<file path="src/hw/rtl/assert_macros.svh">
// Assertion helpers; every user module has clk and rst (sync, active high).
`ifndef ASSERT_MACROS_SVH
`define ASSERT_MACROS_SVH
`ifndef NO_ASSERTIONS
`define FSPL_ASSERT(name, prop) \
  name: assert property (@(posedge clk) disable iff (rst) (prop)) \
    else $error("fspl: property violated");
`define FSPL_NEVER(name, expr) \
  name: assert property (@(posedge clk) disable iff (rst) !(expr)) \
    else $error("fspl: forbidden condition seen");
`else
`define FSPL_ASSERT(name, prop)
`define FSPL_NEVER(name, expr)
`endif
`endif

</file>
<file path="src/hw/rtl/fspl_pkg.sv">
`default_nettype none
package fspl_pkg;

  // feedback pulse timing
  localparam int TIME_BITS  = 12;
  localparam int PERIOD_W   = TIME_BITS + 1;
  localparam int NUM_W      = TIME_BITS + 10;  // holds 1000 * high_time
  localparam int WIN_W      = (PERIOD_W > 12) ? PERIOD_W : 12;

  // field widths
  localparam int ANGLE_W    = 9;
  localparam int DUTY_W     = 10;
  localparam int DRIVE_W    = 8;
  localparam int PMIN_W     = 12;
  localparam int PROD2_W    = 19;  // (duty - duty_min) * 360 for the divided case
  localparam int CFG_IDX_W  = 3;
  localparam int CFG_DATA_W = 12;

  // arithmetic constants
  localparam int DUTY_SCALE = 1000;
  localparam int ANGLE_SPAN = 360;
  localparam int ANGLE_MAX  = 359;
  localparam int ERR_HALF   = 180;
  localparam int DRIVE_STOP = 90;
  localparam int DRIVE_MAX  = 180;
  localparam int DEN_BIAS   = 10;

  // divider: 10 quotient bits, two per cycle
  localparam int DIV_QBITS  = 10;
  localparam int DIV_STEPS  = DIV_QBITS / 2;
  localparam int DIV_CNT_W  = $clog2(DIV_STEPS);

  // queue between front and back
  localparam int FIFO_DEPTH = 2;
  localparam int FIFO_AW    = $clog2(FIFO_DEPTH);

  // register reset values
  localparam int RST_TARGET_ANGLE = 0;
  localparam int RST_PERIOD_MIN   = 1000;
  localparam int RST_PERIOD_MAX   = 1200;
  localparam int RST_DUTY_MIN     = 29;
  localparam int RST_DUTY_MAX     = 971;

  typedef enum logic [CFG_IDX_W-1:0] {
    REG_TARGET_ANGLE = 3'd0,
    REG_PERIOD_MIN   = 3'd1,
    REG_PERIOD_MAX   = 3'd2,
    REG_DUTY_MIN     = 3'd3,
    REG_DUTY_MAX     = 3'd4
  } fspl_reg_t;

  typedef struct packed {
    logic [ANGLE_W-1:0] target_angle;
    logic [PMIN_W-1:0]  period_min;
    logic [PMIN_W-1:0]  period_max;
    logic [DUTY_W-1:0]  duty_min;
    logic [DUTY_W-1:0]  duty_max;
  } fspl_cfg_t;

  typedef struct packed {
    logic [TIME_BITS-1:0] high;
    logic [PERIOD_W-1:0]  period;
  } fspl_item_t;

  typedef struct packed {
    logic                start;
    logic [NUM_W-1:0]    dividend;
    logic [PERIOD_W-1:0] divisor;
  } fspl_div_req_t;

  typedef struct packed {
    logic                 done;
    logic [DIV_QBITS-1:0] quotient;
  } fspl_div_rsp_t;

  typedef enum logic [2:0] {
    B_IDLE,
    B_ST1,
    B_W1,
    B_PREP,
    B_ST2,
    B_W2,
    B_FIN
  } fspl_bstate_t;

endpackage
`default_nettype wire

</file>
<file path="src/hw/rtl/fspl_front.sv">
`default_nettype none
module fspl_front (
  input  wire logic                           in_valid,
  output logic                                in_stall,
  input  wire logic [fspl_pkg::TIME_BITS-1:0] high_time,
  input  wire logic [fspl_pkg::TIME_BITS-1:0] low_time,
  input  wire fspl_pkg::fspl_cfg_t            cfg,
  input  wire logic                           fifo_full,
  output logic                                push,
  output fspl_pkg::fspl_item_t                item
);

  logic [fspl_pkg::PERIOD_W-1:0] period;
  logic [fspl_pkg::WIN_W-1:0]    period_x;
  logic                          keep;

  assign period   = fspl_pkg::PERIOD_W'(high_time) + fspl_pkg::PERIOD_W'(low_time);
  assign period_x = fspl_pkg::WIN_W'(period);

  // open window; a zero period never passes
  assign keep = (period != '0)
             && (period_x > fspl_pkg::WIN_W'(cfg.period_min))
             && (period_x < fspl_pkg::WIN_W'(cfg.period_max));

  assign in_stall    = fifo_full;
  assign push        = in_valid && !fifo_full && keep;
  assign item.high   = high_time;
  assign item.period = period;

endmodule
`default_nettype wire

</file>
<file path="src/hw/rtl/fspl_fifo.sv">
`default_nettype none
`include "assert_macros.svh"
module fspl_fifo (
  input  wire logic                 clk,
  input  wire logic                 rst,
  input  wire logic                 push,
  input  wire fspl_pkg::fspl_item_t wr_item,
  input  wire logic                 pop,
  output fspl_pkg::fspl_item_t      head,
  output logic                      full,
  output logic                      empty
);

  fspl_pkg::fspl_item_t               mem [fspl_pkg::FIFO_DEPTH];
  logic [fspl_pkg::FIFO_AW-1:0]       wr_ptr;
  logic [fspl_pkg::FIFO_AW-1:0]       rd_ptr;
  logic [fspl_pkg::FIFO_AW:0]         count;

  assign full  = (count == (fspl_pkg::FIFO_AW + 1)'(fspl_pkg::FIFO_DEPTH));
  assign empty = (count == '0);
  assign head  = mem[rd_ptr];

  always_ff @(posedge clk) begin
    if (rst) begin
      wr_ptr <= '0;
      rd_ptr <= '0;
      count  <= '0;
    end else begin
      if (push) wr_ptr <= wr_ptr + 1'b1;
      if (pop)  rd_ptr <= rd_ptr + 1'b1;
      if (push && !pop)      count <= count + 1'b1;
      else if (!push && pop) count <= count - 1'b1;
    end
  end

  always_ff @(posedge clk) begin
    if (push) mem[wr_ptr] <= wr_item;
  end

  `FSPL_NEVER(a_fifo_no_overflow, push && full)
  `FSPL_NEVER(a_fifo_no_underflow, pop && empty)

endmodule
`default_nettype wire

</file>
<file path="src/hw/rtl/fspl_div.sv">
`default_nettype none
module fspl_div (
  input  wire logic                    clk,
  input  wire logic                    rst,
  input  wire fspl_pkg::fspl_div_req_t req,
  output fspl_pkg::fspl_div_rsp_t      rsp
);

  // Restoring division, two quotient bits per cycle.
  // Caller guarantees dividend < divisor * 2^DIV_QBITS.
  logic                              busy;
  logic                              done;
  logic [fspl_pkg::DIV_CNT_W-1:0]    cnt;
  logic [fspl_pkg::NUM_W-1:0]        rem;
  logic [fspl_pkg::NUM_W-1:0]        dvs;
  logic [fspl_pkg::DIV_QBITS-1:0]    quo;

  logic                              ge_a, ge_b;
  logic [fspl_pkg::NUM_W-1:0]        rem_a, rem_b, dvs_b;

  always_comb begin
    ge_a  = (rem >= dvs);
    rem_a = ge_a ? (rem - dvs) : rem;
    dvs_b = dvs >> 1;
    ge_b  = (rem_a >= dvs_b);
    rem_b = ge_b ? (rem_a - dvs_b) : rem_a;
  end

  always_ff @(posedge clk) begin
    if (rst) begin
      busy <= 1'b0;
      done <= 1'b0;
      cnt  <= '0;
    end else begin
      done <= 1'b0;
      if (req.start) begin
        busy <= 1'b1;
        cnt  <= '0;
      end else if (busy) begin
        cnt <= cnt + 1'b1;
        if (cnt == fspl_pkg::DIV_CNT_W'(fspl_pkg::DIV_STEPS - 1)) begin
          busy <= 1'b0;
          done <= 1'b1;
        end
      end
    end
  end

  always_ff @(posedge clk) begin
    if (req.start) begin
      rem <= req.dividend;
      dvs <= fspl_pkg::NUM_W'(req.divisor) << (fspl_pkg::DIV_QBITS - 1);
      quo <= '0;
    end else if (busy) begin
      rem <= rem_b;
      dvs <= dvs >> 2;
      quo <= {quo[fspl_pkg::DIV_QBITS-3:0], ge_a, ge_b};
    end
  end

  assign rsp.done     = done;
  assign rsp.quotient = quo;

endmodule
`default_nettype wire

</file>
<file path="src/hw/rtl/fspl_back.sv">
`default_nettype none
`include "assert_macros.svh"
module fspl_back (
  input  wire logic                         clk,
  input  wire logic                         rst,
  input  wire fspl_pkg::fspl_cfg_t          cfg,
  input  wire logic                         fifo_empty,
  input  wire fspl_pkg::fspl_item_t         fifo_head,
  output logic                              pop,
  output logic                              out_valid,
  input  wire logic                         out_stall,
  output logic [fspl_pkg::DRIVE_W-1:0]      drive,
  output logic [fspl_pkg::ANGLE_W-1:0]      measured_angle,
  output logic signed [fspl_pkg::ANGLE_W-1:0] angle_error
);

  fspl_pkg::fspl_bstate_t state, state_next;
  fspl_pkg::fspl_div_req_t div_req;
  fspl_pkg::fspl_div_rsp_t div_rsp;

  logic [fspl_pkg::NUM_W-1:0]     num_reg;
  logic [fspl_pkg::PERIOD_W-1:0]  dvs_reg;
  logic [fspl_pkg::DUTY_W-1:0]    duty;
  logic [fspl_pkg::ANGLE_W-1:0]   angle_reg;

  logic                           load_out;
  logic [fspl_pkg::NUM_W-1:0]     num1;

  // angle stage
  logic signed [11:0]             diff, den;
  logic                           special;
  logic [fspl_pkg::ANGLE_W-1:0]   angle_sp;
  logic [fspl_pkg::PROD2_W-1:0]   prod2;

  // error / drive stage
  logic signed [10:0]             err_raw, err_w, drv;
  logic [fspl_pkg::DRIVE_W-1:0]   drive_sat;

  fspl_div u_div (
    .clk (clk),
    .rst (rst),
    .req (div_req),
    .rsp (div_rsp)
  );

  assign num1 = fspl_pkg::NUM_W'(fifo_head.high) * fspl_pkg::NUM_W'(fspl_pkg::DUTY_SCALE);

  always_comb begin
    diff = $signed({2'b00, duty}) - $signed({2'b00, cfg.duty_min});
    den  = $signed({2'b00, cfg.duty_max}) - $signed({2'b00, cfg.duty_min})
         + $signed(12'(fspl_pkg::DEN_BIAS));
    // no division when the result is fixed: bad range, at or below zero, or at or past a full turn
    special  = (den <= 12'sd0) || (diff <= 12'sd0) || (diff >= den);
    angle_sp = ((den > 12'sd0) && (diff > 12'sd0)) ? fspl_pkg::ANGLE_W'(fspl_pkg::ANGLE_MAX)
                                                   : '0;
    prod2    = fspl_pkg::PROD2_W'(diff[10:0]) * fspl_pkg::PROD2_W'(fspl_pkg::ANGLE_SPAN);
  end

  always_comb begin
    err_raw = $signed({2'b00, cfg.target_angle}) - $signed({2'b00, angle_reg});
    if (err_raw > $signed(11'(fspl_pkg::ERR_HALF))) begin
      err_w = err_raw - $signed(11'(fspl_pkg::ANGLE_SPAN));
    end else if (err_raw < -$signed(11'(fspl_pkg::ERR_HALF))) begin
      err_w = err_raw + $signed(11'(fspl_pkg::ANGLE_SPAN));
    end else begin
      err_w = err_raw;
    end
    drv = $signed(11'(fspl_pkg::DRIVE_STOP)) - err_w;
    if (drv < 11'sd0) begin
      drive_sat = '0;
    end else if (drv > $signed(11'(fspl_pkg::DRIVE_MAX))) begin
      drive_sat = fspl_pkg::DRIVE_W'(fspl_pkg::DRIVE_MAX);
    end else begin
      drive_sat = drv[fspl_pkg::DRIVE_W-1:0];
    end
  end

  // next state
  always_comb begin
    state_next = state;
    case (state)
      fspl_pkg::B_IDLE: if (!fifo_empty) state_next = fspl_pkg::B_ST1;
      fspl_pkg::B_ST1:  state_next = fspl_pkg::B_W1;
      fspl_pkg::B_W1:   if (div_rsp.done) state_next = fspl_pkg::B_PREP;
      fspl_pkg::B_PREP: state_next = special ? fspl_pkg::B_FIN : fspl_pkg::B_ST2;
      fspl_pkg::B_ST2:  state_next = fspl_pkg::B_W2;
      fspl_pkg::B_W2:   if (div_rsp.done) state_next = fspl_pkg::B_FIN;
      fspl_pkg::B_FIN:  if (!out_valid || !out_stall) state_next = fspl_pkg::B_IDLE;
      default:          state_next = fspl_pkg::B_IDLE;
    endcase
  end

  // outputs
  always_comb begin
    pop              = 1'b0;
    load_out         = 1'b0;
    div_req.start    = 1'b0;
    div_req.dividend = num_reg;
    div_req.divisor  = dvs_reg;
    case (state)
      fspl_pkg::B_IDLE: pop = !fifo_empty;
      fspl_pkg::B_ST1,
      fspl_pkg::B_ST2:  div_req.start = 1'b1;
      fspl_pkg::B_FIN:  load_out = !out_valid || !out_stall;
      default: ;
    endcase
  end

  always_ff @(posedge clk) begin
    if (rst) begin
      state     <= fspl_pkg::B_IDLE;
      out_valid <= 1'b0;
    end else begin
      state <= state_next;
      if (load_out)        out_valid <= 1'b1;
      else if (!out_stall) out_valid <= 1'b0;
    end
  end

  always_ff @(posedge clk) begin
    if (pop) begin
      num_reg <= num1;
      dvs_reg <= fifo_head.period;
    end
    if (state == fspl_pkg::B_W1 && div_rsp.done) duty <= div_rsp.quotient;
    if (state == fspl_pkg::B_PREP) begin
      num_reg   <= fspl_pkg::NUM_W'(prod2);
      dvs_reg   <= fspl_pkg::PERIOD_W'(den[10:0]);
      angle_reg <= angle_sp;
    end
    if (state == fspl_pkg::B_W2 && div_rsp.done) begin
      angle_reg <= div_rsp.quotient[fspl_pkg::ANGLE_W-1:0];
    end
    if (load_out) begin
      drive          <= drive_sat;
      measured_angle <= angle_reg;
      angle_error    <= err_w[fspl_pkg::ANGLE_W-1:0];
    end
  end

  `FSPL_ASSERT(a_div_done_in_wait, div_rsp.done |-> (state == fspl_pkg::B_W1 || state == fspl_pkg::B_W2))
  `FSPL_ASSERT(a_fin_loads_out, (state == fspl_pkg::B_FIN && !(out_valid && out_stall)) |=> out_valid)
  `FSPL_ASSERT(a_out_in_range, out_valid |-> (drive <= 8'(fspl_pkg::DRIVE_MAX) && measured_angle <= 9'(fspl_pkg::ANGLE_MAX)))

endmodule
`default_nettype wire

</file>
<file path="src/hw/rtl/feedback_servo_position_loop_core.sv">
`default_nettype none
// Position loop for a continuous-rotation servo with PWM angle feedback. Each
// input word is one measured feedback pulse (high and low time in us). Pulses
// whose period is zero or not strictly inside (period_min, period_max) are
// dropped with no output word. For the rest the core forms duty in per-mille,
// floor(1000*high/period), maps it to a shaft angle (duty-duty_min)*360 /
// (duty_max-duty_min+10) clamped to 0..359, wraps target-angle into
// -180..180 and emits drive = 90 - error saturated to 0..180 (90 = stop),
// along with the angle and the error. In the back end a kept pulse makes
// two passes through one shared restoring divider that retires two quotient
// bits per cycle, plus pop, setup and output load; pulses whose angle comes
// out clamped skip the second pass. A 2-entry queue sits between the window
// check and the arithmetic, and the result sits in an output register, so
// input is taken while the back end works and while a result waits, until
// the queue is full. Registers (index: target_angle 0, period_min 1,
// period_max 2, duty_min 3, duty_max 4) are to be written by the user only
// while idle; the core does not enforce this, and cfg_ready is always high.
module feedback_servo_position_loop_core (
  input  wire logic                                   clk,
  input  wire logic                                   rst,
  // pulse input
  input  wire logic                                   in_valid,
  output logic                                        in_stall,
  input  wire logic [fspl_pkg::TIME_BITS-1:0]         high_time,
  input  wire logic [fspl_pkg::TIME_BITS-1:0]         low_time,
  // result output
  output logic                                        out_valid,
  input  wire logic                                   out_stall,
  output logic [fspl_pkg::DRIVE_W-1:0]                drive,
  output logic [fspl_pkg::ANGLE_W-1:0]                measured_angle,
  output logic signed [fspl_pkg::ANGLE_W-1:0]         angle_error,
  // register writes
  input  wire logic                                   cfg_valid,
  output logic                                        cfg_ready,
  input  wire logic [fspl_pkg::CFG_IDX_W-1:0]         cfg_index,
  input  wire logic [fspl_pkg::CFG_DATA_W-1:0]        cfg_data
);

  fspl_pkg::fspl_cfg_t  cfg;
  fspl_pkg::fspl_item_t push_item;
  fspl_pkg::fspl_item_t head_item;
  logic                 push, pop, fifo_full, fifo_empty;

  // config is always accepted; unknown indexes are dropped
  assign cfg_ready = 1'b1;

  always_ff @(posedge clk) begin
    if (rst) begin
      cfg.target_angle <= fspl_pkg::ANGLE_W'(fspl_pkg::RST_TARGET_ANGLE);
      cfg.period_min   <= fspl_pkg::PMIN_W'(fspl_pkg::RST_PERIOD_MIN);
      cfg.period_max   <= fspl_pkg::PMIN_W'(fspl_pkg::RST_PERIOD_MAX);
      cfg.duty_min     <= fspl_pkg::DUTY_W'(fspl_pkg::RST_DUTY_MIN);
      cfg.duty_max     <= fspl_pkg::DUTY_W'(fspl_pkg::RST_DUTY_MAX);
    end else if (cfg_valid && cfg_ready) begin
      case (cfg_index)
        fspl_pkg::REG_TARGET_ANGLE: cfg.target_angle <= cfg_data[fspl_pkg::ANGLE_W-1:0];
        fspl_pkg::REG_PERIOD_MIN:   cfg.period_min   <= cfg_data[fspl_pkg::PMIN_W-1:0];
        fspl_pkg::REG_PERIOD_MAX:   cfg.period_max   <= cfg_data[fspl_pkg::PMIN_W-1:0];
        fspl_pkg::REG_DUTY_MIN:     cfg.duty_min     <= cfg_data[fspl_pkg::DUTY_W-1:0];
        fspl_pkg::REG_DUTY_MAX:     cfg.duty_max     <= cfg_data[fspl_pkg::DUTY_W-1:0];
        default: ;
      endcase
    end
  end

  // front: period and window check, queue only kept pulses
  fspl_front u_front (
    .in_valid  (in_valid),
    .in_stall  (in_stall),
    .high_time (high_time),
    .low_time  (low_time),
    .cfg       (cfg),
    .fifo_full (fifo_full),
    .push      (push),
    .item      (push_item)
  );

  fspl_fifo u_fifo (
    .clk     (clk),
    .rst     (rst),
    .push    (push),
    .wr_item (push_item),
    .pop     (pop),
    .head    (head_item),
    .full    (fifo_full),
    .empty   (fifo_empty)
  );

  // back: duty, angle, error and drive, one pulse at a time
  fspl_back u_back (
    .clk            (clk),
    .rst            (rst),
    .cfg            (cfg),
    .fifo_empty     (fifo_empty),
    .fifo_head      (head_item),
    .pop            (pop),
    .out_valid      (out_valid),
    .out_stall      (out_stall),
    .drive          (drive),
    .measured_angle (measured_angle),
    .angle_error    (angle_error)
  );

endmodule
`default_nettype wire

</file>
<file path="config.mk">
export PLATFORM = sky130hd
export DESIGN_NAME = feedback_servo_position_loop_core
export DESIGN_NICKNAME = d
export VERILOG_FILES = /design/src/hw/rtl/fspl_pkg.sv /design/src/hw/rtl/fspl_front.sv /design/src/hw/rtl/fspl_fifo.sv /design/src/hw/rtl/fspl_div.sv /design/src/hw/rtl/fspl_back.sv /design/src/hw/rtl/feedback_servo_position_loop_core.sv
export VERILOG_INCLUDE_DIRS = /design/src /design/src/hw/rtl
export SDC_FILE = /design/constraint.sdc
export NUM_CORES = 1
export LEC_CHECK = 0
export ABC_AREA = 1
export BUFFER_PORTS_ARGS = -buffer_cell sky130_fd_sc_hd__buf_2
export CORE_MARGIN = 3
export CORE_UTILIZATION = 25
export CTS_CLUSTER_SIZE = 30
export DETAILED_ROUTE_END_ITERATION = 8
export PLACE_DENSITY = 0.36
export SETUP_SLACK_MARGIN = 0.5
export SLEW_MARGIN = 20
export SYNTH_ARGS = -nofsm -noshare
export SYNTH_HDL_FRONTEND = slang
export SYNTH_SLANG_ARGS = --single-unit
export TNS_END_PERCENT = 10
</file>
<file path="constraint.sdc">
create_clock -name clk -period 6.55 [get_ports clk]
set_clock_uncertainty 0.05 [all_clocks]
set_input_delay 0.655 -clock clk [delete_from_list [all_inputs] [get_ports clk]]
set_output_delay 0.655 -clock clk [all_outputs]
set_load 0.01 [all_outputs]
</file>
Word-level counts from Yosys, hierarchy flattened
Memories as Yosys holds them, arrays and structs flattened. A register that Yosys moved wholly into a read port is not among the register bits.
Index checks and enable logic that the tools add are counted.
- $mul: 2
- reduce and logical (&&, ||, !) cells: 36
- add/subtract/negate cells: 15
- bitwise gates (word level): 1
- div/mod/pow operators: 0
- shift operators: 0
- equal/unequal tests: 17
- mux-type cells: 37
- $lt $le $gt $ge: 13
- operators by type and width (operator ; number):
    two-way mux 22 bit ; 6
    two-way mux 11 bit ; 4
    two-way mux 19 bit ; 2
    two-way mux 9 bit ; 3
    greater-than comparator 12 x 1 -> 1 bit, second input constant ; 2
    less-or-equal comparator 12 x 1 -> 1 bit, second input constant ; 2
    >= comparator 22 x 21 -> 1 bit ; 1
    >= comparator 22 bit ; 1
    greater-than comparator 11 x 9 -> 1 bit, second input constant ; 2
    subtractor 10 x 10 -> 11 bit ; 2
    subtractor 22 x 21 -> 22 bit ; 1
    subtractor 22 bit ; 1
    one-hot mux 3 bit (7 select lines) ; 1
    multiplier 12 x 7 -> 19 bit, second input constant ; 1
    multiplier 11 x 6 -> 16 bit, second input constant ; 1
    == test 3 bit, second input constant ; 5
    adder 12 x 12 -> 13 bit ; 1
    greater-than comparator 13 x 12 -> 1 bit ; 1
    less-than comparator 13 x 12 -> 1 bit ; 1
    two-way mux 1 bit ; 13
    nonzero test 13 bit ; 1
    adder 12 x 5 -> 12 bit, second input constant ; 1
    == test 3 x 2 -> 1 bit, second input constant ; 4
    >= comparator 12 bit ; 1
    other kinds (28) ; 63
- register bits: 197
- memory bits (read-only): 0
- memories: 1
- bits of input ports: 44
- output and inout bits: 29
- RAM bits: 50
- bits in latches: 0
- logic and storage cells: 150
- memories (name ; words ; bits a word ; read ports ; clocked after memory_dff ; wr ports ; RTL line ; text):
    u_fifo.mem ; 2 ; 25 ; 1 ; 1 ; 1 ; fspl_fifo.sv:14 ; fspl_pkg::fspl_item_t mem [fspl_pkg::FIFO_DEPTH];

Longest topological paths before layout
- word-level depth: 9
- mapped depth: 32

By module
From an unflattened synthesis, not the netlist that was laid out.
- cells, all modules: 2564
- area total of the unflattened synthesis: 19867.8 um^2
- modules (own cells, without submodules) (module ; cells an instance ; area each (um^2) ; sequential area each (um^2) ; instances):
    fspl_back ; 987 ; 8381.8 ; 2342.2 ; 1
    fspl_div ; 900 ; 5689.2 ; 1531.5 ; 1
    fspl_fifo ; 111 ; 2135.8 ; 1601.5 ; 1
    feedback_servo_position_loop_core ; 295 ; 2097.0 ; 1061.0 ; 1
    fspl_front ; 271 ; 1564.0 ; 0.0 ; 1

Least setup slack after synthesis
OpenSTA, ideal clock, no wires.
- path kind: register -> register
- start: register (tool-made name)
- end: register u_back.num_reg[20] (netlist bit)
- clock period less this slack: 5.364 ns
- library setup time: 0.116 ns
- stages on the path, launching flop included: 27
- slack: 1.186 ns
- required time: 6.384 ns
- arrival time: 5.198 ns
- cells stage by stage: dfxtp_1 -> clkbuf_1 -> clkbuf_1 -> mux2_2 -> fa_1 -> inv_1 -> fa_1 -> fa_1 -> inv_1 -> fa_1 -> ha_1 -> nand2_1 -> nand2_1 -> a31oi_1 -> o21ai_0 -> nand2_1 -> nand2_1 -> a21oi_1 -> nor2_1 -> o21ai_0 -> nand2_1 -> nand2_1 -> o21ai_0 -> a21oi_1 -> o21ai_0 -> o211ai_1 -> inv_1
- RTL lines (element ; RTL line ; text):
    to (signal assigned) ; fspl_back.sv:122 ; num_reg <= num1;
    to (signal assigned) ; fspl_back.sv:127 ; num_reg <= fspl_pkg::NUM_W'(prod2);
    to (decl) ; fspl_back.sv:21 ; logic [fspl_pkg::NUM_W-1:0] num_reg;

Final worst setup path
- start: register u_back.u_div.dvs[17] (netlist bit)
- end: register u_back.u_div.rem[19] (netlist bit) (data pin)
- word-level cells in the longest chain between the ends: 6
- elaborated cells between the ends (all ways): 8
- those cells by class: add/sub (2); order compare (2); mux (4)
- RTL lines (element ; RTL line ; text):
    from (decl) ; fspl_div.sv:15 ; logic [fspl_pkg::NUM_W-1:0] dvs;
    from (signal assigned) ; fspl_div.sv:52 ; dvs <= fspl_pkg::NUM_W'(req.divisor) << (fspl_pkg::DIV_QBITS - 1);
    from (signal assigned) ; fspl_div.sv:56 ; dvs <= dvs >> 2;
    subtractor 22 bit or >= comparator 22 bit (tied branches) ; fspl_div.sv:23, fspl_div.sv:22 ;
    two-way mux 22 bit ; fspl_div.sv:23 ; rem_a = ge_a ? (rem - dvs) : rem;
    subtractor 22 x 21 -> 22 bit or >= comparator 22 x 21 -> 1 bit (tied branches) ; fspl_div.sv:26, fspl_div.sv:25 ;
    two-way mux 22 bit * ; fspl_div.sv:26 ; rem_b = ge_b ? (rem_a - dvs_b) : rem_a;
    two-way mux 22 bit * ; fspl_div.sv:54 ; end else if (busy) begin
    two-way mux 22 bit * ; fspl_div.sv:50 ; if (req.start) begin
    to (signal assigned) ; fspl_div.sv:51 ; rem <= req.dividend;
    to (signal assigned) ; fspl_div.sv:55 ; rem <= rem_b;
    to (decl) ; fspl_div.sv:14 ; logic [fspl_pkg::NUM_W-1:0] rem;
Every way passes the cells marked *; elsewhere a longest branch is shown, timed or not. The select of a mux whose other input is x is not followed.
A chain may end at the register's enable or synchronous reset.

==> impl_summary.log <==
INFO  metric area.growth.synth_to_final = 14.68%
INFO  metric largest_net_degree_at_the_start_of_global_routing = 51
INFO  metric max_slew.worst_pin.slew = between 900 and 1000 ps
INFO  metric synth_enable_flop_cells = between 150 and 200
INFO  metric numCtsBuffers = 35
INFO  metric critPathLaunchType = register
INFO  metric synthesis.area_per_instance = approximately 8.5 µm²
INFO  metric timing.hold.worst_path_depth = 1
INFO  metric postSynthRegisterBits = 248
INFO  metric synth_compound_gate_area_share = 0.1304
INFO  metric routedWlPerCell = roughly 16 µm
INFO  metric yosysSeqAreaShare = 0.3613
INFO  metric timing.setup.tns = 0 ps
INFO  metric grt.total_usage = 0.1345
INFO  metric synthCells = between 2000 and 2500
INFO  metric drv_cap = 0
INFO  metric period_utilization_post_route = 0.8469
INFO  metric drt_pre_antenna_iters = 5
INFO  metric synth-xor-area-share = 0.03874
INFO  metric rr_startpoint = u_back.u_div.dvs[17]$_DFFE_PP_
INFO  metric final_nets = 2513
INFO  metric synth_top_family_by_area = adder cells
INFO  metric clock_latency = approximately 540 ps
INFO  metric setup-violations-final = 0
INFO  metric min_to = u_fifo.mem[0][13]$_DFFE_PP_
INFO  metric first_global_vias = about 14000
INFO  metric die_area = 0.07562 mm²
INFO  metric die_y = between 200 and 300 µm
INFO  metric setup.worst_path.start = u_back.u_div.dvs[17]$_DFFE_PP_
INFO  metric post_synth_cell_types = 57
INFO  metric detail_route.wirelength = slightly above 50000 µm
INFO  metric route.detailed.vias_per_inst = about 4.4
INFO  metric worstHoldPathType = primary input to register
INFO  metric via_count = around 14000
INFO  metric max_freq = approximately 0.18 GHz
INFO  metric grt_setup_unrepaired = false
INFO  metric synth.top_cells.by_area = sky130_fd_sc_hd__edfxtp_1 26%, sky130_fd_sc_hd__ha_1 14%, sky130_fd_sc_hd__dfxtp_1 10%
INFO  metric ioPinCount = 73
INFO  metric drt_iter0_markers = ~690
INFO  metric largest_reg_flops = 53
INFO  metric post-synth-top-area-cell = sky130_fd_sc_hd__edfxtp_1
INFO  metric synth.top_cells.by_count = 400 x sky130_fd_sc_hd__nand2_1, 312 x sky130_fd_sc_hd__inv_1, 204 x sky130_fd_sc_hd__ha_1
INFO  metric std_cell_rows = 97
INFO  metric netlist_area = between 0.015 and 0.02 mm²
INFO  metric fillers = roughly 7600
INFO  metric postCtsSetupRepairBufs = 0
INFO  metric synth_simple_gate_area_share = 0.1746
INFO  metric globalplace.congestion = 0.8277
INFO  metric yosys_warnings = 0
INFO  metric synth.most_common_cell = sky130_fd_sc_hd__nand2_1
INFO  metric final-hold-violation-count = 0
INFO  metric final_max_slew_viol_count = 0
INFO  metric worst-endpoint-arrival = slightly below 6000 ps
INFO  metric synthDominantCellAreaShare = 0.2606
INFO  metric start_util = 0.2552
INFO  metric setup.worst_path.end_class = register
INFO  metric cts_hold_repair.buffers = 0
INFO  metric grt_first_pass_wirelength = 79970 µm
INFO  metric layout_min_cycle_time = between 5000 and 6000 ps
INFO  metric port_buffer_cells = between 70 and 80
INFO  metric cts.clk_slew.worst_paths = ~60 ps
INFO  metric antenna_cells = 0
INFO  metric post_route_cells_drive_above_1_share = 0.1067
INFO  metric clock_tree_from_tritoncts = done
INFO  metric crit_reg_reg_endpoint = u_back.u_div.rem[19]$_DFFE_PP_
INFO  metric die-width = roughly 270 µm
INFO  metric clk_root_buffer_cell = sky130_fd_sc_hd__clkbuf_16
INFO  metric cts_num_sinks = approximately 250
INFO  metric synth_flop_cell = sky130_fd_sc_hd__edfxtp_1
INFO  metric worst-setup-path-type = register to register
INFO  metric adder_cell_fraction_of_synth_area = 0.2075
INFO  metric outcome = complete, no violations
INFO  metric largest_registers = cfg (53), u_fifo.mem (50)
INFO  metric worstPathRequired = about 6800 ps
INFO  metric synth.mux.area_fraction = 0.009822
INFO  metric coreArea = about 0.071 mm²
INFO  metric worstHoldStart = high_time[0]
INFO  metric largest_register_by_flop_count = cfg
INFO  metric ant_nets = 0
INFO  metric cts_max_level = 2
INFO  metric number_of_antenna_violations_at_the_first_check_in_global_routing = 0
INFO  metric cts_max_path_buffers = 3
INFO  metric hpwl = around 40000 µm
INFO  metric grt_overflow = 0
INFO  metric flop2flop_setup_slack = approximately 1000 ps
INFO  metric synth.net_count = ~2400
INFO  metric async_reset_ff_frac = 0
INFO  metric relSlewSlack = 0.3803
INFO  metric number_of_cell_instances_on_the_worst_register_to_register_path = 24
INFO  metric drcViolationCount = 0
INFO  metric cp_max_fo = 14
==> cell usage in the layout, fill, tap and decap left out, types with 4 or more instances in the layout <==
cell type / netlist / final
sky130_fd_sc_hd__ha_1: 204 / 204
sky130_fd_sc_hd__nand2_1: 400 / 397
sky130_fd_sc_hd__mux2_2: 14 / 14
sky130_fd_sc_hd__o21ai_2: 3 / 4
sky130_fd_sc_hd__nand4_1: 27 / 27
sky130_fd_sc_hd__nand3_1: 69 / 69
sky130_fd_sc_hd__nor2_2: 3 / 4
sky130_fd_sc_hd__a21o_1: 6 / 6
sky130_fd_sc_hd__nand3_2: 7 / 7
sky130_fd_sc_hd__or2_2: 5 / 5
sky130_fd_sc_hd__o21a_1: 6 / 6
sky130_fd_sc_hd__xnor2_1: 32 / 32
sky130_fd_sc_hd__dfxtp_1: 91 / 91
sky130_fd_sc_hd__a31oi_1: 4 / 4
sky130_fd_sc_hd__o21ai_1: 21 / 22
sky130_fd_sc_hd__clkbuf_16: 0 / 36
sky130_fd_sc_hd__xor2_1: 48 / 48
sky130_fd_sc_hd__a21oi_1: 158 / 158
sky130_fd_sc_hd__nor4_1: 5 / 5
sky130_fd_sc_hd__nor3_1: 16 / 15
sky130_fd_sc_hd__buf_4: 3 / 19
sky130_fd_sc_hd__inv_1: 312 / 311
sky130_fd_sc_hd__buf_2: 4 / 71
sky130_fd_sc_hd__nor2_1: 139 / 138
sky130_fd_sc_hd__clkinv_1: 2 / 6
sky130_fd_sc_hd__nand2_4: 12 / 12
sky130_fd_sc_hd__o211ai_1: 21 / 21
sky130_fd_sc_hd__edfxtp_1: 157 / 157
sky130_fd_sc_hd__fa_1: 60 / 60
sky130_fd_sc_hd__nand2_2: 20 / 23
sky130_fd_sc_hd__o21ai_0: 160 / 158
sky130_fd_sc_hd__inv_2: 14 / 14
sky130_fd_sc_hd__clkbuf_1: 29 / 10
sky130_fd_sc_hd__o22ai_1: 20 / 20
sky130_fd_sc_hd__o21bai_1: 8 / 8
==> cells by family (layout without fill, tap and decap cells) <==
| kind of cell | Yosys count | in the layout |
|---|---|---|
| flip-flops | 248 | 248 |
| multiplexers | 16 | 16 |
| buffers and inverters | 368 | 483 |
| XOR/XNOR | 80 | 80 |
| other | 1 | 1 |
| adder cells (fa/ha/maj) | 264 | 264 |
| AND/OR/NAND/NOR | 714 | 714 |
| AO/OA/AOI/OAI | 425 | 425 |
==> layer usage <==
layer / part of all wire / routed length [µm] / GRT usage
met3: 0.026 / 1318 / 0.01666
met1: 0.49 / 24830 / 0.1861
met4: 0.028 / 1389 / 0.04169
met5: 0 / 0 / 0
met2: 0.45 / 22850 / 0.2184
==> final cells by class <==
type                       count  area (µm²)  share of cell area
multi-input combinational   1500       10170              0.4903
sequential                   248        6536              0.3151
inverter                     329        1237             0.05965
tap                          940        1176             0.05669
clock buffer                  49       979.7             0.04723
timing repair buffer          91       518.0             0.02497
clock inverter                14       126.4            0.006092
==> critical path, stage by stage (launching register included) <==
cell	delay, ps
sky130_fd_sc_hd__edfxtp_1	350
sky130_fd_sc_hd__inv_1	140
sky130_fd_sc_hd__ha_1	330
sky130_fd_sc_hd__a21oi_1	290
sky130_fd_sc_hd__o21ai_0	180
sky130_fd_sc_hd__a221oi_1	440
sky130_fd_sc_hd__nand3_1	350
sky130_fd_sc_hd__inv_2	100
sky130_fd_sc_hd__buf_4	190
sky130_fd_sc_hd__buf_4	200
sky130_fd_sc_hd__or2_0	250
sky130_fd_sc_hd__o21a_1	180
sky130_fd_sc_hd__inv_1	50
sky130_fd_sc_hd__ha_1	340
sky130_fd_sc_hd__nand2_1	120
sky130_fd_sc_hd__nor2_1	70
sky130_fd_sc_hd__a21oi_1	200
sky130_fd_sc_hd__nand3_1	200
sky130_fd_sc_hd__a41o_1	310
sky130_fd_sc_hd__a21oi_1	250
sky130_fd_sc_hd__nand2_4	100
sky130_fd_sc_hd__inv_1	350
sky130_fd_sc_hd__nand2_1	90
sky130_fd_sc_hd__nand3_1	100
sky130_fd_sc_hd__nand2_1	60
==> through the flow <==
step                      cells    util  instance area [µm²]  hold slack [ps]  setup WS [ps]
after global routing       3171  0.2927                20740            262.8          561.1
after global placement     3108  0.2770                19630            365.1           1035
after floorplan            2116       -                18090            358.2           1186
after detailed placement   3108  0.2771                19640            367.3          923.9
after CTS                  3171  0.2927                20740            239.2          897.7
final                      3171  0.2927                20740            285.9           1003
==> repair_timing <==
item	4_1_cts	5_1_grt
setup endpoints to repair	0	1
gates resized for setup	0	2
endpoints found under the hold margin	0	0
==> worst max path at each step <==
stage | to | slack, ps | depth (start not counted)
after floorplan | u_back.num_reg[20]$_SDFFE_PP0P_ | 1190 | 26
final | u_back.u_div.rem[19]$_DFFE_PP_ | 1000 | 24
after CTS | u_back.num_reg[18]$_DFFE_PP_ | 900 | 27
after global routing | u_back.num_reg[20]$_SDFFE_PP0P_ | 560 | 24
after global placement | u_back.u_div.rem[19]$_DFFE_PP_ | 1030 | 24
after detailed placement | u_back.num_reg[18]$_DFFE_PP_ | 920 | 27
Power is not shown: default switching activity piles up to over one toggle a cycle in this logic, so the estimate is an artifact.
